--- config.mk ---
export PLATFORM = sky130hd
export DESIGN_NAME = pscs_ram
export DESIGN_NICKNAME = d
export VERILOG_FILES = /design/src/hdl/pscs_ram.sv
export SDC_FILE = /design/constraint.sdc
export NUM_CORES = 2
export LEC_CHECK = 0
export BUFFER_PORTS_ARGS = -buffer_cell sky130_fd_sc_hd__buf_4
export CAP_MARGIN = 20
export CORE_UTILIZATION = 64
export CTS_BUF_LIST = sky130_fd_sc_hd__clkbuf_4 sky130_fd_sc_hd__clkbuf_8
export DETAILED_ROUTE_END_ITERATION = 6
export PLACE_DENSITY_LB_ADDON = 0.1
export SYNTH_ARGS = -nofsm -noshare
export SYNTH_HDL_FRONTEND = slang
export SYNTH_MEMORY_MAX_BITS = 65536
export SYNTH_SLANG_ARGS = --single-unit
--- constraint.sdc ---
create_clock -name i_clk -period 14.5 [get_ports i_clk]
set_input_delay 2.9 -clock i_clk [delete_from_list [all_inputs] [get_ports i_clk]]
set_output_delay 2.9 -clock i_clk [all_outputs]
set_load 0.05 [all_outputs]
--- src/hdl/pscs_ram.sv ---
// Generic single-port-write, single-read RAM with registered read data.
`default_nettype none
module pscs_ram #(
    parameter int unsigned WIDTH = 72,
    parameter int unsigned DEPTH = 64
) (
    input  wire                                         i_clk,
    input  wire                                         i_we,
    input  wire [((DEPTH > 1) ? $clog2(DEPTH) : 1)-1:0] i_waddr,
    input  wire [WIDTH-1:0]                             i_wdata,
    input  wire [((DEPTH > 1) ? $clog2(DEPTH) : 1)-1:0] i_raddr,
    output logic [WIDTH-1:0]                            o_rdata
);
    logic [WIDTH-1:0] r_mem [DEPTH];

    // write and registered read
    always_ff @(posedge i_clk) begin
        if (i_we) begin
            r_mem[i_waddr] <= i_wdata;
        end
        o_rdata <= r_mem[i_raddr];
    end
endmodule
`default_nettype wire

Word level (Yosys, flattened, before mapping) --
Memory sizes are Yosys's and may differ from the RTL's. A register that Yosys moved wholly into a read port is not among the register bits. Cells that the tools add are included.
Cells by class: mux-type cells 2
Operator list (count):
- 1-bit two-way mux | 2
Word-level totals: flip-flop bits (word level) 0, bits in writable memories 4608, input port bits 86, output and inout bits 72, logic and storage cells 3, memories 1
Memory list:
- r_mem | words 64, bits a word 72, rd ports 1, clocked after memory_dff 1, write ports 1, line 14 | logic [WIDTH-1:0] r_mem [DEPTH];

Logic depth before layout (Yosys ltp) --
depth in word-level cells 2, depth in mapped cells 8, mapped depth without buffers 4

Least setup slack after synthesis --
No wires, ideal clock.
kind input to register, start point input port i_waddr[3] (netlist bit), end point memory r_mem[48][0], enable pin, setup time 0.590 ns, data arrival time 8.308 ns, data required time 13.910 ns, slack 5.601 ns, stages 4, cells stage by stage clkbuf_1 -> nor2b_1 -> nand4b_1 -> nor3_1
RTL lines:
- from (decl) | line 9 | input wire [((DEPTH > 1) ? $clog2(DEPTH) : 1)-1:0] i_waddr,
- to (decl) | line 14
Straight into the memory's write port.

==> metrics list <==
- The run finished, with violations left.
- The final reports fail on DRC.
- The H-tree generated during clock tree synthesis spans 6 levels.
* Final Hold Fails: 0
- The HPWL after detailed placement is 247000 um.
* Placer's final routability congestion estimate: 0.799
* EDFF count, synth: 4608
- For this design the ratio of total power to cell area is 139 nW/um2.
* CP Launch Type: input port
* Leakage: 61.4 nW
* Classification of the worst-slack hold path: flop to flop
- Floorplan die area: 276000 um2
- At the worst endpoint, the required time is 15.59 ns.
* Grt total ovfl: 0
- Setup repair after global routing left no endpoint under its margin.
- Insertion delay of the later-clocked pin in the worst-skew pair: 1.24 ns
- Pin placement for this block handled 158 I/O pins.
- In the global route stage, met2 resource usage came out at 0.545.
- CTS root buf: sky130_fd_sc_hd__clkbuf_8
- Measured along the x axis, the die boundary spans 525 um.
* Net count of the finished layout: 8064
* Reg-to-Reg Start: r_mem[47][31]
* Total cell area at the placement stage: 181000 um2
* TritonCTS buffer count: 712
- Clock power frac: 0.396
- Final Critical Period: 5.99 ns
- In the synthesized netlist the async set-or-reset flop fraction comes to 0.
- On the critical path, the stage with the largest delay is an instance of sky130_fd_sc_hd__buf_4.
- Summing over every cut layer, the via total after detailed routing is 88900.
- Most common cell after layout, fill and taps aside: sky130_fd_sc_hd__edfxtp_1
- The count of pins over their slew limit is 0.
- Number of antenna violations at the first check in global routing: 28
- Count of synthesis-stage warnings from yosys: 0
* Hold path endpoint: o_rdata[4]
* F_max: 167 MHz
- Register bit count reported by yosys: 4680
- The analysis attributes to net switching a power of 5.96 mW.
- Maximum vdd drop: 103 uV
- Cells after Synth: 7305
* Start point of the worst hold path: r_mem[36][4]
- Maximum fanout along the worst path: 84
- The first routing iteration left 14600 violations.
* FP Rows: 191
- Synth Area per Inst: 24.0 um2
- Setup violations remaining at the end of the flow were counted as 0.
* Type of the worst setup path: input port to flop
- Buffers plus inverters on the worst setup path: 4
- Synth cell types: 27
- Most Used Layer, Global Route: met2
* Most used cells in the layout excluding fill and tap cells: sky130_fd_sc_hd__edfxtp_1, sky130_fd_sc_hd__mux4_2, sky130_fd_sc_hd__clkbuf_8
- Number of buffers between clock root and the deepest sink: 4
* Predominant post-synthesis flop cell: sky130_fd_sc_hd__edfxtp_1
* Critical path depth: 8
- Initial core utilization: 0.645
* Dominant delay contributor by cell family on the critical path: buffers and inverters
- Hold Path Cell Cnt: 4
- Critical Path Sink Type: flop
- Max-cap violations in this run came to 0.
- Part of the power in combinational logic: 0.050
* Worst R2R Path Depth: 4
* Internal: 21.2 mW
* Post-route ant nets: 0
- Post-CTS Hold Buffers: 0
- The cell that appears most often on the critical path is sky130_fd_sc_hd__buf_4.
* Fraction of power spent switching nets: 0.219
* Count of buffers inserted at the top-level ports: 157
* Clock transition at the registers of the reported paths: 0.06 ns
- Share of synthesized area occupied by flip-flops and latches: 0.798
- Largest net degree at the start of global routing: 131
- In this run the tightest slew margin relative to its limit is 0.173.
- Minimum setup slack among reg-to-reg paths: 12.59 ns
- For this design, the sink count on the clock tree is 4680.
* Ordered list of cells on the worst path: buf_8, buf_4, buf_4, buf_4, mux4_2, mux2i_1, a211oi_1, o211a_1
- Cts repair resizes: 0
- Vias per cell: 7.34
* Placeable core region: 271000 um2
- On the worst path, the slowest cell contributes a delay of 0.79 ns.
* Register share of total power: 0.554
- Summing all non-filler instances in the final layout gives an area of 195000 um2.
- The via count of the first global-routing pass came to 87500.
* All-layer global routing usage: 0.360
- The first global-routing pass estimated 677000 um of wire.
- Number of remaining DRC errors: 1
- Share of final-layout standard cells stronger than drive strength 1: 0.322
- The first detailed-routing pass took 7 iterations.
* Met1 usage: 0.523
- The number of nets in the synthesized netlist is 7391.
- After routing, the total negative slack on setup checks comes to 0 ns.
* Avg WL per Cell: 40.8 um
- Period utilisation layout: 0.413
- The clock arrives with 0.0737 ns of skew.
* Reg2Reg Capture Point: o_rdata[31]
* Total Routed Length: 494000 um
- STA puts the critical path data arrival time at 7.09 ns.
- At the pin with the least slew margin, the transition time is 1.24 ns.
* Number of buffers inserted to repair setup after CTS: 0
- The floorplan step set the die height to 525 um.
- Relative to the synthesized area, the layout overhead comes to 11.5%.
* Global-route met3 utilization: 0.0854
* CTS tree: built
- Synthesized cell area: 175000 um2
cells in the mapped netlist, types with 3 or more instances:
master | count | share of area
sky130_fd_sc_hd__edfxtp_1 | 4608 | 0.79
sky130_fd_sc_hd__mux4_2 | 1152 | 0.15
sky130_fd_sc_hd__a22oi_1 | 288 | 0.012
sky130_fd_sc_hd__buf_2 | 190 | 0.0054
sky130_fd_sc_hd__o22ai_1 | 144 | 0.0051
sky130_fd_sc_hd__clkbuf_1 | 143 | 0.0031
sky130_fd_sc_hd__nand3_1 | 128 | 0.0037
sky130_fd_sc_hd__nor2_1 | 120 | 0.0026
sky130_fd_sc_hd__mux2i_1 | 108 | 0.0062
sky130_fd_sc_hd__a211oi_1 | 72 | 0.0031
sky130_fd_sc_hd__dfxtp_1 | 72 | 0.0082
sky130_fd_sc_hd__o211a_1 | 72 | 0.0041
sky130_fd_sc_hd__buf_4 | 56 | 0.0024
sky130_fd_sc_hd__o221ai_1 | 54 | 0.0027
sky130_fd_sc_hd__buf_1 | 27 | 0.00058
sky130_fd_sc_hd__nand3b_1 | 26 | 0.0011
sky130_fd_sc_hd__nand2b_1 | 9 | 0.00032
sky130_fd_sc_hd__nor2b_1 | 9 | 0.00032
sky130_fd_sc_hd__nand2_1 | 8 | 0.00017
sky130_fd_sc_hd__or3b_2 | 4 | 0.00020
sky130_fd_sc_hd__and2_1 | 3 | 0.00011
sky130_fd_sc_hd__or3_1 | 3 | 0.00011
power groups by stage:
| stage | clock, mW | sequential (mW) | combinational (mW) |
|---|---|---|---|
| finish | 10.8 | 15.0 | 1.36 |
| detailed placement | 0 | 15.3 | 1.35 |
| floorplan | 0 | 15.4 | 0.688 |
| global route | 11.4 | 15.0 | 1.42 |
| CTS | 10.8 | 15.0 | 1.36 |
| global placement | 0 | 15.3 | 1.33 |
layer usage:
layer | part of all wire | vias to the layer above
met5 | 0.000063 | -
met4 | 0.038 | 6
met3 | 0.14 | 1043
met2 | 0.47 | 7174
met1 | 0.36 | 47500
li1 | - | 33200
state kept, by name, summed over array words and instances (netlist names):
| register | count |
|---|---|
| r_mem | 4608 |
| o_rdata | 72 |
stage by stage:
step	cells	utilization	total power [mW]	setup WS (ns)	hold WS, ns
2_1_floorplan	7305	-	16.1	5.60	0.780
4_1_cts	12100	0.720	27.2	8.63	0.824
3_3_place_gp	10800	0.668	16.6	7.36	0.814
5_1_grt	12100	0.720	27.8	8.41	0.864
6_report	12100	0.720	27.2	8.51	0.819
3_5_place_dp	10800	0.668	16.7	7.33	0.826
cells by family (layout without fill, tap and decap cells):
logic type | Yosys count | count (layout) | share of synthesized area
multiplexers | 1260 | 1260 | 0.154
other | 0 | 15 | 0
AO/OA/AOI/OAI | 630 | 630 | 0.0274
AND/OR/NAND/NOR | 317 | 317 | 0.00882
flip-flops | 4680 | 4680 | 0.798
buffers and inverters | 418 | 1652 | 0.0116
worst max path at each step:
stage	startpoint	end	slack, ns
final	i_raddr[1]	o_rdata[3]	8.51
after global routing	i_raddr[1]	o_rdata[1]	8.41
after CTS	i_raddr[1]	o_rdata[50]	8.63
after detailed placement	i_raddr[1]	o_rdata[3]	7.33
after global placement	i_raddr[1]	o_rdata[50]	7.36
after floorplan	i_waddr[3]	r_mem[48][0]	5.60
cell type report:
cell class / count / area, um2
multi-input combinational: 2207 / 33900
timing repair buffer: 377 / 3110
antenna: 15 / 37.5
clock inverter: 243 / 1550
clock buffer: 1032 / 12500
fill: 15400 / 76100
sequential: 4680 / 140000
tap: 3570 / 4470
tightest hold or removal path, cell delays in order, from the launching register on:
cell and delay (ns):
sky130_fd_sc_hd__edfxtp_1 0.31, sky130_fd_sc_hd__mux4_2 0.22, sky130_fd_sc_hd__a22oi_1 0.06, sky130_fd_sc_hd__nand3b_1 0.12, sky130_fd_sc_hd__o211a_1 0.15
No activity file was read; power rests on OpenSTA's default activity.
